$ cat config.mk
export PLATFORM = sky130hd
export DESIGN_NAME = led_blink_pattern_generator
export DESIGN_NICKNAME = d
export VERILOG_FILES = /design/src/lbpg_pkg.sv /design/src/led_blink_pattern_generator.sv
export SDC_FILE = /design/constraint.sdc
export NUM_CORES = 1
export LEC_CHECK = 0
export BUFFER_PORTS_ARGS = -buffer_cell sky130_fd_sc_hd__buf_2
export CAP_MARGIN = 10
export CELL_PAD_IN_SITES_DETAIL_PLACEMENT = 0
export CELL_PAD_IN_SITES_GLOBAL_PLACEMENT = 2
export CORE_MARGIN = 2
export CORE_UTILIZATION = 31
export CTS_CLUSTER_DIAMETER = 150
export DETAILED_ROUTE_END_ITERATION = 8
export GPL_TIMING_DRIVEN = 0
export HOLD_SLACK_MARGIN = 0.03
export PLACE_DENSITY_LB_ADDON = 0.1
export SLEW_MARGIN = 20
export SYNTH_ARGS = -nofsm -noshare
export SYNTH_HDL_FRONTEND = slang
export SYNTH_SLANG_ARGS = --single-unit
export TNS_END_PERCENT = 10
$ cat constraint.sdc
create_clock -name clk -period 7.24 [get_ports clk]
set_input_delay 0.362 -clock clk [delete_from_list [all_inputs] [get_ports clk]]
set_output_delay 0.362 -clock clk [all_outputs]
set_load 0.02 [all_outputs]
$ cat src/lbpg_pkg.sv
`timescale 1ns / 1ps

package lbpg_pkg;

    localparam int unsigned PAT_W     = 3;
    localparam int unsigned MS_W      = 10;
    localparam int unsigned ELAPSED_W = 11;
    localparam int unsigned STEP_W    = 5;
    localparam int unsigned APB_AW    = 3;
    localparam int unsigned APB_DW    = 32;

    typedef logic [PAT_W-1:0]     pat_t;
    typedef logic [MS_W-1:0]      ms_t;
    typedef logic [ELAPSED_W-1:0] elapsed_t;
    typedef logic [STEP_W-1:0]    step_t;

    localparam pat_t PAT_OFF    = 3'd0;
    localparam pat_t PAT_ON     = 3'd1;
    localparam pat_t PAT_FAST   = 3'd2;
    localparam pat_t PAT_SLOW   = 3'd3;
    localparam pat_t PAT_DOUBLE = 3'd4;
    localparam pat_t PAT_TRIPLE = 3'd5;
    localparam pat_t PAT_SOS    = 3'd6;
    localparam pat_t PAT_RAPID  = 3'd7;

    localparam logic REG_PATTERN    = 1'b0;
    localparam logic REG_ACTIVE_LOW = 1'b1;

    localparam elapsed_t ELAPSED_MAX = 11'd2047;

    localparam ms_t PERIOD_FAST  = 10'd200;
    localparam ms_t PERIOD_SLOW  = 10'd1000;
    localparam ms_t PERIOD_RAPID = 10'd80;

    localparam ms_t DBL_TIMES [4] = '{10'd150, 10'd150, 10'd150, 10'd600};
    localparam ms_t TRI_TIMES [6] = '{10'd150, 10'd150, 10'd150, 10'd150, 10'd150, 10'd600};
    localparam ms_t SOS_TIMES [18] = '{
        10'd100, 10'd100, 10'd100, 10'd100, 10'd100, 10'd300,
        10'd300, 10'd100, 10'd300, 10'd100, 10'd300, 10'd300,
        10'd100, 10'd100, 10'd100, 10'd100, 10'd100, 10'd700
    };

    localparam step_t DBL_LEN = 5'd4;
    localparam step_t TRI_LEN = 5'd6;
    localparam step_t SOS_LEN = 5'd18;

    function automatic ms_t toggle_period(input pat_t pat);
        case (pat)
            PAT_FAST: toggle_period = PERIOD_FAST;
            PAT_SLOW: toggle_period = PERIOD_SLOW;
            default:  toggle_period = PERIOD_RAPID;
        endcase
    endfunction

    function automatic step_t step_len(input pat_t pat);
        case (pat)
            PAT_DOUBLE: step_len = DBL_LEN;
            PAT_TRIPLE: step_len = TRI_LEN;
            default:    step_len = SOS_LEN;
        endcase
    endfunction

    // Reduce a stored step modulo the table length.
    function automatic step_t step_wrap(input pat_t pat, input step_t idx);
        step_t r;
        r = idx;
        case (pat)
            PAT_DOUBLE: r = {3'b000, idx[1:0]};
            PAT_TRIPLE:
            begin
                if (r >= 5'd24) r = r - 5'd24;
                if (r >= 5'd12) r = r - 5'd12;
                if (r >= TRI_LEN) r = r - TRI_LEN;
            end
            default:
            begin
                if (r >= SOS_LEN) r = r - SOS_LEN;
            end
        endcase
        return r;
    endfunction

    function automatic ms_t step_time(input pat_t pat, input step_t cur);
        case (pat)
            PAT_DOUBLE: step_time = DBL_TIMES[cur[1:0]];
            PAT_TRIPLE: step_time = TRI_TIMES[cur[2:0]];
            default:    step_time = SOS_TIMES[cur];
        endcase
    endfunction

endpackage

$ cat src/led_blink_pattern_generator.sv
`timescale 1ns / 1ps

// channel  | valid     | stall     | payload
// ---------+-----------+-----------+---------------------
// in       | in_valid  | in_stall  | ms_advance
// out      | out_valid | out_stall | led_on, pin_level
// config   | psel/penable/pwrite, pready tied high | paddr, pwdata, prdata
//
// One item per cycle sustained while out_stall is low; an accepted input goes to the
// input register, then through one add/compare/table step into the result register.
// rst_n clears valid flags, configuration and state: LED off, pattern off.
// A stalled result holds the result register; the input register fills behind
// it and in_stall rises only when both are occupied.

module led_blink_pattern_generator
    import lbpg_pkg::*;
(
    input  logic              clk,
    input  logic              rst_n,
    input  logic              in_valid,
    output logic              in_stall,
    input  logic [9:0]        ms_advance,
    output logic              out_valid,
    input  logic              out_stall,
    output logic              led_on,
    output logic              pin_level,
    input  logic              psel,
    input  logic              penable,
    input  logic              pwrite,
    input  logic [APB_AW-1:0] paddr,
    input  logic [APB_DW-1:0] pwdata,
    output logic [APB_DW-1:0] prdata,
    output logic              pready
);

    logic     in_valid_reg;
    ms_t      ms_reg;
    logic     out_valid_reg;
    logic     led_out_reg;
    logic     pin_out_reg;
    pat_t     pattern_reg;
    logic     active_low_reg;
    logic     led_state_reg;
    elapsed_t elapsed_reg;
    step_t    step_reg;

    logic     cfg_write;
    logic     pat_write;
    pat_t     pat_wdata;
    logic     s2_ready;
    logic     s1_fire;
    logic     in_fire;

    logic [ELAPSED_W:0] sum_ext;
    elapsed_t elapsed_sat;
    step_t    cur;
    step_t    cur_p1;
    step_t    nxt;
    logic     led_next;
    elapsed_t elapsed_next;
    step_t    step_next;

    assign pready    = 1'b1;
    assign cfg_write = psel && penable && pwrite && pready;
    assign pat_wdata = pwdata[PAT_W-1:0];
    assign pat_write = cfg_write && (paddr[2] == REG_PATTERN);

    assign s2_ready = !out_valid_reg || !out_stall;
    assign s1_fire  = in_valid_reg && s2_ready;
    assign in_stall = in_valid_reg && !s2_ready;
    assign in_fire  = in_valid && !in_stall;

    assign out_valid = out_valid_reg;
    assign led_on    = led_out_reg;
    assign pin_level = pin_out_reg;

    always_comb
    begin
        if (paddr[2] == REG_ACTIVE_LOW)
        begin
            prdata = {{(APB_DW-1){1'b0}}, active_low_reg};
        end
        else
        begin
            prdata = {{(APB_DW-PAT_W){1'b0}}, pattern_reg};
        end
    end

    always_comb
    begin
        sum_ext      = {1'b0, elapsed_reg} + {{(ELAPSED_W+1-MS_W){1'b0}}, ms_reg};
        elapsed_sat  = (sum_ext > {1'b0, ELAPSED_MAX}) ? ELAPSED_MAX
                                                        : sum_ext[ELAPSED_W-1:0];
        cur          = step_wrap(pattern_reg, step_reg);
        cur_p1       = cur + 5'd1;
        nxt          = (cur_p1 == step_len(pattern_reg)) ? '0 : cur_p1;
        led_next     = led_state_reg;
        elapsed_next = elapsed_sat;
        step_next    = step_reg;
        unique case (pattern_reg) inside
            PAT_OFF:
            begin
                led_next = 1'b0;
            end
            PAT_ON:
            begin
                led_next = 1'b1;
            end
            PAT_FAST, PAT_SLOW, PAT_RAPID:
            begin
                if (elapsed_sat >= {1'b0, toggle_period(pattern_reg)})
                begin
                    led_next     = !led_state_reg;
                    elapsed_next = '0;
                end
            end
            default:
            begin
                if (elapsed_sat >= {1'b0, step_time(pattern_reg, cur)})
                begin
                    step_next    = nxt;
                    led_next     = !nxt[0];
                    elapsed_next = '0;
                end
            end
        endcase
    end

    always_ff @(posedge clk or negedge rst_n)
    begin
        if (!rst_n)
        begin
            in_valid_reg   <= 1'b0;
            out_valid_reg  <= 1'b0;
            pattern_reg    <= PAT_OFF;
            active_low_reg <= 1'b0;
            led_state_reg  <= 1'b0;
            elapsed_reg    <= '0;
            step_reg       <= '0;
        end
        else
        begin
            if (in_fire)
            begin
                in_valid_reg <= 1'b1;
            end
            else if (s1_fire)
            begin
                in_valid_reg <= 1'b0;
            end

            if (s1_fire)
            begin
                out_valid_reg <= 1'b1;
            end
            else if (!out_stall)
            begin
                out_valid_reg <= 1'b0;
            end

            if (cfg_write && (paddr[2] == REG_ACTIVE_LOW))
            begin
                active_low_reg <= pwdata[0];
            end

            if (pat_write && (pat_wdata != pattern_reg))
            begin
                pattern_reg <= pat_wdata;
                elapsed_reg <= '0;
                step_reg    <= '0;
            end
            else if (s1_fire)
            begin
                led_state_reg <= led_next;
                elapsed_reg   <= elapsed_next;
                step_reg      <= step_next;
            end
        end
    end

    always_ff @(posedge clk)
    begin
        if (in_fire)
        begin
            ms_reg <= ms_advance;
        end
        if (s1_fire)
        begin
            led_out_reg <= led_next;
            pin_out_reg <= led_next ^ active_low_reg;
        end
    end

endmodule

Yosys cells after proc, flatten, opt, wreduce, memory -nomap -nowiden:

Memories as Yosys holds them, arrays and structs flattened.
Index checks and enable logic that the tools add are counted.

* register bits after elaboration: 35
* word-level logic and storage cells: 106
* bits of input ports: 52
* bits in read-only memories: 400
* memories kept: 2

* bitwise gates (word level): 6
* equal/unequal tests: 10
* muxes and demuxes: 38
* order comparisons: 10
* add/sub/neg operators: 6
* reductions and logical operators: 24

Memories
* (name not given): words 32, bits a word 10, read ports 1, clocked after Yosys merged registers in 0, write ports 0, RTL line lbpg_pkg.sv:87 `default: step_time = SOS_TIMES[cur];`
* (name not given): words 8, bits a word 10, read ports 1, clocked after Yosys merged registers in 0, write ports 0, RTL line lbpg_pkg.sv:86 `PAT_TRIPLE: step_time = TRI_TIMES[cur[2:0]];`

Operator list (count)
* $mux W10: 8
* $mux W11: 5
* $mux W5: 11
* $pmux W10 S2: 2
* $ge A11 B10 Y1: 2
* $pmux W11 S2: 1
* $bmux W10 S2: 1
* $pmux W5 S2: 2
* $add A11 B10 Y12: 1
* $gt A12 B11 Y1 const B: 1
* $ge A5 B5 Y1 const B: 2
* $sub A5 B5 Y5 const B: 2
* $eq A3 B3 Y1 const B: 3
* $logic_and A1 B1 Y1: 8
* $eq A3 B2 Y1 const B: 2
* $ge A6 B6 Y1 const B: 1
* $logic_not A1 Y1: 6
* $mux W1: 6
* $not A5 Y6: 1
* $reduce_bool A2 Y1: 3
* $add A5 B1 Y5 const B: 1
* $eq A5 B5 Y1: 1
* $ge A5 B3 Y1 const B: 1
* $ge A5 B4 Y1 const B: 1
* 20 further kinds: 22

Longest topological paths before layout:

Gate-level depths: netlist of the first run.

* depth after elaboration: 20
* gate-level depth with buffers: 24
* mapped depth without buffers: 23

Least setup slack after synthesis of the first run:

No wires, ideal clock.

* path type: reg2reg
* start: reg step_reg[1]
* end: reg pin_out_reg (netlist: pin_level), data pin
* data required time: 6.974 ns
* arrival time: 4.894 ns
* slack: 2.080 ns
* clock period less this slack: 5.160 ns
* stages on the path, launching flop included: 23
* path buffers: 0
* path through: dfrtp_1 > inv_1 > ha_1 > nor2b_2 > a211oi_1 > nor2_1 > ha_1 > nand3b_1 > o2111a_1 > a211oi_1 > ha_1 > and3_1 > o21ai_0 > o21ai_0 > ha_1 > a21o_1 > a21oi_1 > o21ai_0 > o21bai_1 > or3_1 > a211oi_1 > o22ai_1 > xor2_1

* longest elaborated chain between the ends: 19
* elaborated cells on any way between the ends: 37

RTL lines
* start, declared: RTL line led_blink_pattern_generator.sv:45 `step_t step_reg;`
* start signal, assigned: RTL line led_blink_pattern_generator.sv:176 `step_reg <= step_next;`
* $sub A5 B5 Y5 or $ge A5 B5 Y1 (tied branches): RTL line lbpg_pkg.sv:71 `if (r >= 5'd24) r = r - 5'd24;`
* $mux W5: RTL line lbpg_pkg.sv:71
* $mux W5: RTL line lbpg_pkg.sv:67 `case (pat)`
* $sub A5 B4 Y5 or $ge A5 B4 Y1 (tied branches): RTL line lbpg_pkg.sv:72 `if (r >= 5'd12) r = r - 5'd12;`
* $mux W5: RTL line lbpg_pkg.sv:72
* $mux W5: RTL line lbpg_pkg.sv:67
* $sub A5 B3 Y5 or $ge A5 B3 Y1 (tied branches): RTL line lbpg_pkg.sv:73 `if (r >= TRI_LEN) r = r - TRI_LEN;`
* $mux W5: RTL line lbpg_pkg.sv:73
* (+3 left out)
* $mux W10 (on tied branches) (2 in a row): RTL line lbpg_pkg.sv:87, lbpg_pkg.sv:85, lbpg_pkg.sv:86
* $pmux W10 S2: RTL line lbpg_pkg.sv:84 `case (pat)`
* $mux W10: RTL line led_blink_pattern_generator.sv:100 `unique case (pattern_reg) inside`
* $ge A11 B10 Y1: RTL line led_blink_pattern_generator.sv:119 `if (elapsed_sat >= {1'b0, step_time(pattern_reg, cur)})`
* $mux W1 *: RTL line led_blink_pattern_generator.sv:119
* $pmux W1 S3 *: RTL line led_blink_pattern_generator.sv:100
* named net led_next: RTL line led_blink_pattern_generator.sv:59 `logic led_next;`
* $xor A1 B1 Y1 *: RTL line led_blink_pattern_generator.sv:190 `pin_out_reg <= led_next ^ active_low_reg;`
* end signal, assigned: RTL line led_blink_pattern_generator.sv:190
* end, declared: RTL line led_blink_pattern_generator.sv:40 `logic pin_out_reg;`

The timed path passes the listed nets; every way through them passes the cells marked *. The select of a mux whose other input is x is not followed.
A chain may end at the register's enable or synchronous reset.

Worst setup path in the final report of the first run:

Ends and elaborated chain as after synthesis.

==> results of run 1 <==
-- power by group --
| part | leakage [nW] | internal (mW) | switching [mW] |
|---|---|---|---|
| Combinational | 1.31 | 0.278 | 0.399 |
| Clock | 0.0581 | 0.103 | 0.0786 |
| Sequential | 0.408 | 0.255 | 0.0357 |
| Total | 1.78 | 0.636 | 0.513 |
-- placed cells by master, fill, tap and decap left out, types with 7 or more instances in the layout --
cell type,n
sky130_fd_sc_hd__nor2_1,16
sky130_fd_sc_hd__and3_1,7
sky130_fd_sc_hd__edfxtp_1,12
sky130_fd_sc_hd__a22o_1,9
sky130_fd_sc_hd__buf_2,31
sky130_fd_sc_hd__a21o_1,7
sky130_fd_sc_hd__buf_4,30
sky130_fd_sc_hd__nor2b_1,10
sky130_fd_sc_hd__nand2_1,33
sky130_fd_sc_hd__a21oi_1,16
sky130_fd_sc_hd__o21ai_0,22
sky130_fd_sc_hd__ha_1,32
sky130_fd_sc_hd__dfrtp_1,23
sky130_fd_sc_hd__xnor2_1,14
sky130_fd_sc_hd__inv_1,12
sky130_fd_sc_hd__conb_1,30
sky130_fd_sc_hd__a211oi_1,8
sky130_fd_sc_hd__nand3_1,11
-- kinds of logic (layout without fill, tap and decap cells) --
family | Yosys count | count (layout) | share of synthesized area (%)
compound gates | 98 | 98 | 22.2
xor+xnor | 17 | 17 | 4.66
fa+ha+maj | 33 | 33 | 13.2
buf+inv | 54 | 89 | 10.3
flops | 35 | 35 | 29.3
mux | 6 | 6 | 2.07
other cells | 2 | 30 | 0.235
simple gates | 110 | 110 | 18.1
-- critical path: cells and delay by family, from the launching register on --
family	cells	cell delay (ns)
XOR/XNOR	1	0.16
buffers and inverters	1	0.13
flip-flops	1	0.48
AO/OA/AOI/OAI	11	2.86
adder cells (fa/ha/maj)	4	1.17
AND/OR/NAND/NOR	5	1.09
-- metrics by stage --
step | hold slack (ns) | area (µm²) | utilization [%] | setup WS (ns)
floorplan | 0.0664 | 3300 | - | 2.08
CTS | 0.0857 | 3720 | 36.5 | 1.06
detailed placement | 0.407 | 3610 | 35.4 | 1.08
global route | 0.0916 | 3720 | 36.5 | 0.604
global placement | 0.415 | 3610 | 35.4 | 0.962
finish | 0.0631 | 3720 | 36.5 | 1.08
-- final timing paths --
check,end,slack (ns),cells after the start
max in group asynchronous,step_reg[3],6.78,1
min in group clk,ms_reg[4],0.24,1
min reg2reg,elapsed_reg[3],0.50,2
max,pin_level,1.08,22
min,elapsed_reg[3],0.06,1
max reg2reg,pin_level,1.08,22
-- routing by layer --
layer / GRT usage [%] / up-vias
met3: 2.41 / 7
met1: 20.6 / 1215
met2: 23.3 / 73
met4: 2.82 / 0
li1: - / 1371
met5: 0 / -
-- area by class of cell --
cell class	instances	area share, %
Sequential cell	35	25.2
Clock inverter	3	1.18
Buffer	41	7.50
Clock buffer	5	1.85
Tap cell	136	4.57
Multi-Input combinational cell	294	54.8
Inverter	13	1.31
Timing Repair Buffer	27	3.63
==> results.sh, run 1 <==
export IMPL_outcome="finished, final reports clean"
export IMPL_clockRootBuffer="sky130_fd_sc_hd__clkbuf_8"
export IMPL_io_pin_count=89
export IMPL_postSynthRegisterBits=35
export IMPL_drtIter0Drc=98
export IMPL_track_usage_pct=14.5
export IMPL_share_of_synthesized_area_occupied_by_flip_flops_and_latches_pct=29.3
export IMPL_dieHeight_um=106
export IMPL_synth_top_area_share_pct=18.0
export IMPL_row_count=37
export IMPL_portBuffers=27
export IMPL_met1Wirelength_mm=3.86
export IMPL_static_leakage_power_nw=1.78
export IMPL_die_area_mm2=0.0111
export IMPL_dr_pass1_iters=5
export IMPL_critical_path_reg2reg_startpoint="step_reg[1]"
export IMPL_timing_final_max_slew_violations=0
export IMPL_htreeDepth=2
export IMPL_synth_area_top_cells="sky130_fd_sc_hd__dfrtp_1 18%, sky130_fd_sc_hd__ha_1 13%, sky130_fd_sc_hd__edfxtp_1 11%"
export IMPL_vias_per_cell=4.81
export IMPL_p_per_area_mw_per_mm2=309
export IMPL_avgSynthCellArea_um2=9.01
export IMPL_multi_input_area_mm2=0.00204
export IMPL_cts_buffer_count=5
export IMPL_via_count_of_the_routed_design=2666
export IMPL_post_synth_inst_count=355
export IMPL_tightest_slew_ns=0.861
export IMPL_met3RoutedLength_um=398
export IMPL_dr_max_layer_used="met4"
export IMPL_drt_wirelength_per_cell_um=14.0
export IMPL_critical_path_max_stage_delay_ns=0.72
export IMPL_route_met2_wl_mm=3.41
export IMPL_yosys_cell_types_count=62
export IMPL_syn_to_final_growth_pct=16.4
export IMPL_routability_cong=0.772
export IMPL_postCtsSetupRepairBufs=0
export IMPL_rsz0062_at_grt="no"
export IMPL_synth_largest_area_cell="sky130_fd_sc_hd__dfrtp_1"
export IMPL_synthesis_yosys_warnings=0
export IMPL_detailedPlacementHpwl_mm=6.05
export IMPL_timing_final_crit_share_pct=85.0
export IMPL_post_cts_resized=0
export IMPL_quantity_of_hold_fixing_buffers_added_after_cts=0
export IMPL_drcViolationCount=0
export IMPL_worstPathMaxFanout=7
export IMPL_final_layout_size_suffix_gt1_share_pct=20.3
export IMPL_power_total_mw=1.15
export IMPL_nets=502
export IMPL_cts_buffer_depth=2
export IMPL_crit_top_cell="sky130_fd_sc_hd__ha_1"
export IMPL_syn_area_mm2=0.00320
export IMPL_first_global_vias=2554
export IMPL_clock_latency_ns=0.29
export IMPL_netlist_top_cells_count="33 x sky130_fd_sc_hd__nand2_1, 32 x sky130_fd_sc_hd__ha_1, 30 x sky130_fd_sc_hd__buf_4"
export IMPL_post_place_cells=546
export IMPL_worst_path_max_delay_cell="sky130_fd_sc_hd__a211oi_1"
export IMPL_cts_num_sinks=35
export IMPL_instances_no_fill=554
export IMPL_path_clk_slew_ns=0.08
export IMPL_wl_mm=7.73
export IMPL_cts_tree="yes"
export IMPL_vdd_drop_max_v=0.000138
export IMPL_slew_headroom_pct=42.3
export IMPL_largest_net_degree_at_the_start_of_global_routing=24
export IMPL_timing_critical_path_from_type="flop"
export IMPL_core_area_mm2=0.0102
export IMPL_synth_edf_count=12
export IMPL_ff_latch_area_um2=936
export IMPL_min_delay_worst_type="in -> async"
export IMPL_synthMostInstantiatedCell="sky130_fd_sc_hd__nand2_1"
export IMPL_synthArstFlopShare_pct=65.7
export IMPL_timing_worst_setup_path_type="reg -> reg"
export IMPL_initial_core_util_pct=31.4
export IMPL_timing_fmax_mhz=162
export IMPL_worst_clock_skew_ns=0.00796
export IMPL_die_width_um=106
export IMPL_nFillCells=1081
export IMPL_timing_hold_violations_final=0
export IMPL_largest_reg_flops=11
export IMPL_grt_overflow=0
export IMPL_synth_flop_cell="sky130_fd_sc_hd__dfrtp_1"
export IMPL_worstPathCellList="inv_1 > ha_1 > nor2b_2 > a211oi_1 > nor2_1 > ha_1 > nand3b_1 > o2111a_1 > a211oi_1 > ha_1 > and3_1 > o21ai_0 > o21ai_0 > ha_1 > a21o_1 > a21oi_1 > o21ai_0 > o21bai_1 > or3_1 > a211oi_1 > o22ai_1 > xor2_1"
export IMPL_report_final_setup_viol=0
export IMPL_timing_critical_path_arrival_ns=6.20
export IMPL_setup_tns_ns=0
export IMPL_finalCriticalPeriod_ns=6.16
export IMPL_antenna_violations_before_repair=0
export IMPL_ant_nets=0
export IMPL_worstSetupStartpoint="step_reg[1]"
export IMPL_timing_critical_path_to_type="flop"
export IMPL_insertedDiodeCount=0
export IMPL_cp_data_required_time_ns=7.28
export IMPL_grt_pass1_wl_mm=13.0
export IMPL_timing_max_cap_violations=0
Power figures use the tool's default switching activity.
==> run 2: changes to the inputs <==
--- a/config.mk
+++ b/config.mk
@@ -5,17 +5,18 @@
 export SDC_FILE = /design/constraint.sdc
 export NUM_CORES = 1
 export LEC_CHECK = 0
+export ABC_AREA = 1
 export BUFFER_PORTS_ARGS = -buffer_cell sky130_fd_sc_hd__buf_2
 export CAP_MARGIN = 10
 export CELL_PAD_IN_SITES_DETAIL_PLACEMENT = 0
 export CELL_PAD_IN_SITES_GLOBAL_PLACEMENT = 2
 export CORE_MARGIN = 2
-export CORE_UTILIZATION = 31
+export CORE_UTILIZATION = 30
 export CTS_CLUSTER_DIAMETER = 150
 export DETAILED_ROUTE_END_ITERATION = 8
 export GPL_TIMING_DRIVEN = 0
 export HOLD_SLACK_MARGIN = 0.03
-export PLACE_DENSITY_LB_ADDON = 0.1
+export PLACE_DENSITY_LB_ADDON = 0.05
 export SLEW_MARGIN = 20
 export SYNTH_ARGS = -nofsm -noshare
 export SYNTH_HDL_FRONTEND = slang
==> run 2 against run 1 <==
  * Routed wire length rose by 3.0%
  * Final area is 3.8% higher
  * Sequential share of layout area fell by 0.91 points
  * Sequential power increased by 6%
  * Die area rose by 7.4%
  * Core utilization shrank 0.92 points
  * Clock skew fell by 0.0016 ns
  * Synthesized cell count rose by 23%
  * Combinational power rose by 32%
  * Critical path depth rose by 11
  * Total power grew 20%
  * Critical path type unchanged
  * Largest power group unchanged
==> results.sh, run 2 <==
export IMPL_instances_no_fill=640
export IMPL_finalCriticalPeriod_ns=4.60
export IMPL_critical_path_reg2reg_startpoint="step_reg[1]"
export IMPL_netlist_top_cells_count="92 x sky130_fd_sc_hd__nand2_1, 58 x sky130_fd_sc_hd__inv_1, 33 x sky130_fd_sc_hd__nand3_1"
export IMPL_worst_path_max_delay_cell="sky130_fd_sc_hd__dfrtp_1"
export IMPL_p_per_area_mw_per_mm2=358
export IMPL_htreeDepth=2
export IMPL_ant_nets=0
export IMPL_final_layout_size_suffix_gt1_share_pct=24.2
export IMPL_synthMostInstantiatedCell="sky130_fd_sc_hd__nand2_1"
export IMPL_post_synth_inst_count=437
export IMPL_cts_num_sinks=35
export IMPL_portBuffers=27
export IMPL_yosys_cell_types_count=44
export IMPL_io_pin_count=89
export IMPL_crit_top_cell="sky130_fd_sc_hd__nand2_1"
export IMPL_largest_reg_flops=11
export IMPL_synth_edf_count=12
export IMPL_power_total_mw=1.38
export IMPL_largest_net_degree_at_the_start_of_global_routing=24
export IMPL_timing_fmax_mhz=217
export IMPL_first_global_vias=2631
export IMPL_layout_common_cells="92 x sky130_fd_sc_hd__nand2_1, 58 x sky130_fd_sc_hd__inv_1, 33 x sky130_fd_sc_hd__nand3_1, 32 x sky130_fd_sc_hd__ha_1"
export IMPL_avgSynthCellArea_um2=7.62
export IMPL_syn_to_final_growth_pct=15.8
export IMPL_synth_flop_cell="sky130_fd_sc_hd__dfrtp_1"
export IMPL_slew_headroom_pct=61.5
export IMPL_report_final_setup_viol=0
export IMPL_drtIter0Drc=120
export IMPL_clockRootBuffer="sky130_fd_sc_hd__clkbuf_8"
export IMPL_mostFrequentLayoutCell="sky130_fd_sc_hd__nand2_1"
export IMPL_synthesis_yosys_warnings=0
export IMPL_via_count_of_the_routed_design=2777
export IMPL_setup_tns_ns=0
export IMPL_cts_buffer_depth=2
export IMPL_row_count=38
export IMPL_share_of_synthesized_area_occupied_by_flip_flops_and_latches_pct=28.1
export IMPL_postSynthRegisterBits=35
export IMPL_postCtsSetupRepairBufs=0
export IMPL_timing_final_max_slew_violations=0
export IMPL_critical_path_max_stage_delay_ns=0.50
export IMPL_timing_critical_path_to_type="flop"
export IMPL_tightest_slew_ns=0.577
export IMPL_synth_area_top_cells="sky130_fd_sc_hd__dfrtp_1 17%, sky130_fd_sc_hd__ha_1 12%, sky130_fd_sc_hd__edfxtp_1 11%"
export IMPL_timing_critical_path_arrival_ns=4.66
export IMPL_wl_mm=7.96
export IMPL_rsz0062_at_grt="no"
export IMPL_timing_hold_violations_final=0
export IMPL_reg2reg_slack_ns=2.64
export IMPL_post_place_cells=632
export IMPL_timing_max_cap_violations=0
export IMPL_synth_largest_area_cell="sky130_fd_sc_hd__dfrtp_1"
export IMPL_grt_overflow=0
export IMPL_timing_worst_setup_path_type="reg -> reg"
export IMPL_synthArstFlopShare_pct=65.7
export IMPL_synth_top_area_share_pct=17.3
export IMPL_vdd_drop_max_v=0.000137
export IMPL_die_width_um=109
export IMPL_post_cts_resized=0
export IMPL_outcome="finished, final reports clean"
export IMPL_worstPathMaxFanout=7
export IMPL_worstSetupStartpoint="step_reg[1]"
export IMPL_nets=584
export IMPL_drcViolationCount=0
export IMPL_path_clk_slew_ns=0.08
export IMPL_timing_critical_path_from_type="flop"
export IMPL_cts_buffer_count=5
export IMPL_timing_final_crit_share_pct=63.5
export IMPL_insertedDiodeCount=0
export IMPL_dr_pass1_iters=4
export IMPL_die_area_mm2=0.0120
export IMPL_antenna_violations_before_repair=0
export IMPL_cts_tree="yes"
export IMPL_routability_cong=0.774
export IMPL_vias_per_cell=4.34
export IMPL_core_area_mm2=0.0108
export IMPL_min_delay_worst_type="in -> async"
export IMPL_syn_area_mm2=0.00333
export IMPL_clock_latency_ns=0.29
export IMPL_worst_clock_skew_ns=0.00633
export IMPL_quantity_of_hold_fixing_buffers_added_after_cts=0
export IMPL_track_usage_pct=14.2
export IMPL_cp_data_required_time_ns=7.30
export IMPL_initial_core_util_pct=30.7
export IMPL_dieHeight_um=109
export IMPL_detailedPlacementHpwl_mm=6.60
export IMPL_static_leakage_power_nw=2.02
export IMPL_drt_wirelength_per_cell_um=12.4
export IMPL_grt_pass1_wl_mm=13.0
==> run 2: cell types whose count changed after synthesis, moves of 10 or more <==
cell                      change
sky130_fd_sc_hd__inv_1       +46
sky130_fd_sc_hd__o21ai_2     +11
sky130_fd_sc_hd__nand2_2     +11
sky130_fd_sc_hd__nor2b_1     -10
sky130_fd_sc_hd__nand3_1     +22
sky130_fd_sc_hd__nand2_1     +59
sky130_fd_sc_hd__xnor2_1     -13
sky130_fd_sc_hd__nor2_1      +13
==> run 2: power breakdown <==
group	internal, mW	total, mW	switching [mW]
Combinational	0.326	0.893	0.567
Sequential	0.259	0.308	0.0484
Clock	0.103	0.181	0.0786
Total	0.688	1.38	0.694
==> run 2: path summary, 6_finish.rpt <==
path,cells past startpoint,end
max,33,pin_level
min,1,pattern_reg[2]
max reg2reg,33,pin_level
min reg2reg,2,out_valid
max in group asynchronous,1,elapsed_reg[8]
min in group clk,1,ms_reg[3]
==> run 2: worst max-delay path: cells and delay by family (launching register included) <==
kind            cells  cell delay, ns
flops               1            0.50
simple gates       19            1.82
fa+ha+maj           4            1.00
buf+inv             6            0.47
compound gates      4            0.57
==> run 2: layer usage <==
layer	GRT usage (%)	wire (µm)	vias up
li1	-	-	1501
met1	18.8	3830	1215
met2	24.1	3750	53
met3	2.13	300	8
met4	3.53	85	0
met5	0	0	-
==> run 2: cell families (layout without fill, tap and decap cells) <==
kind of cell	after synthesis	count (layout)	synth area share (%)
flip-flops	35	35	28.1
adder cells (fa/ha/maj)	33	33	12.6
other	2	30	0.225
buffers and inverters	101	136	15.0
AO/OA/AOI/OAI	63	63	13.8
AND/OR/NAND/NOR	198	198	29.0
XOR/XNOR	5	5	1.31
==> run 2: per-stage QoR <==
stage | util (%) | instance area [µm²] | worst slack, ns | hold slack [ns]
floorplan | - | 3440 | 3.37 | 0.0664
global placement | 34.6 | 3750 | 2.55 | 0.401
detailed placement | 34.6 | 3750 | 2.60 | 0.398
CTS | 35.6 | 3860 | 2.57 | 0.0748
global route | 35.6 | 3860 | 2.05 | 0.0970
finish | 35.6 | 3860 | 2.64 | 0.0593
==> run 2: area by class of cell <==
class | instances | area (µm²)
Tap cell | 140 | 175
Multi-Input combinational cell | 329 | 2000
Clock buffer | 5 | 68.8
Buffer | 33 | 244
Clock inverter | 3 | 43.8
Timing Repair Buffer | 27 | 135
Sequential cell | 35 | 936
Inverter | 68 | 255
Fill cell | 1169 | 6980
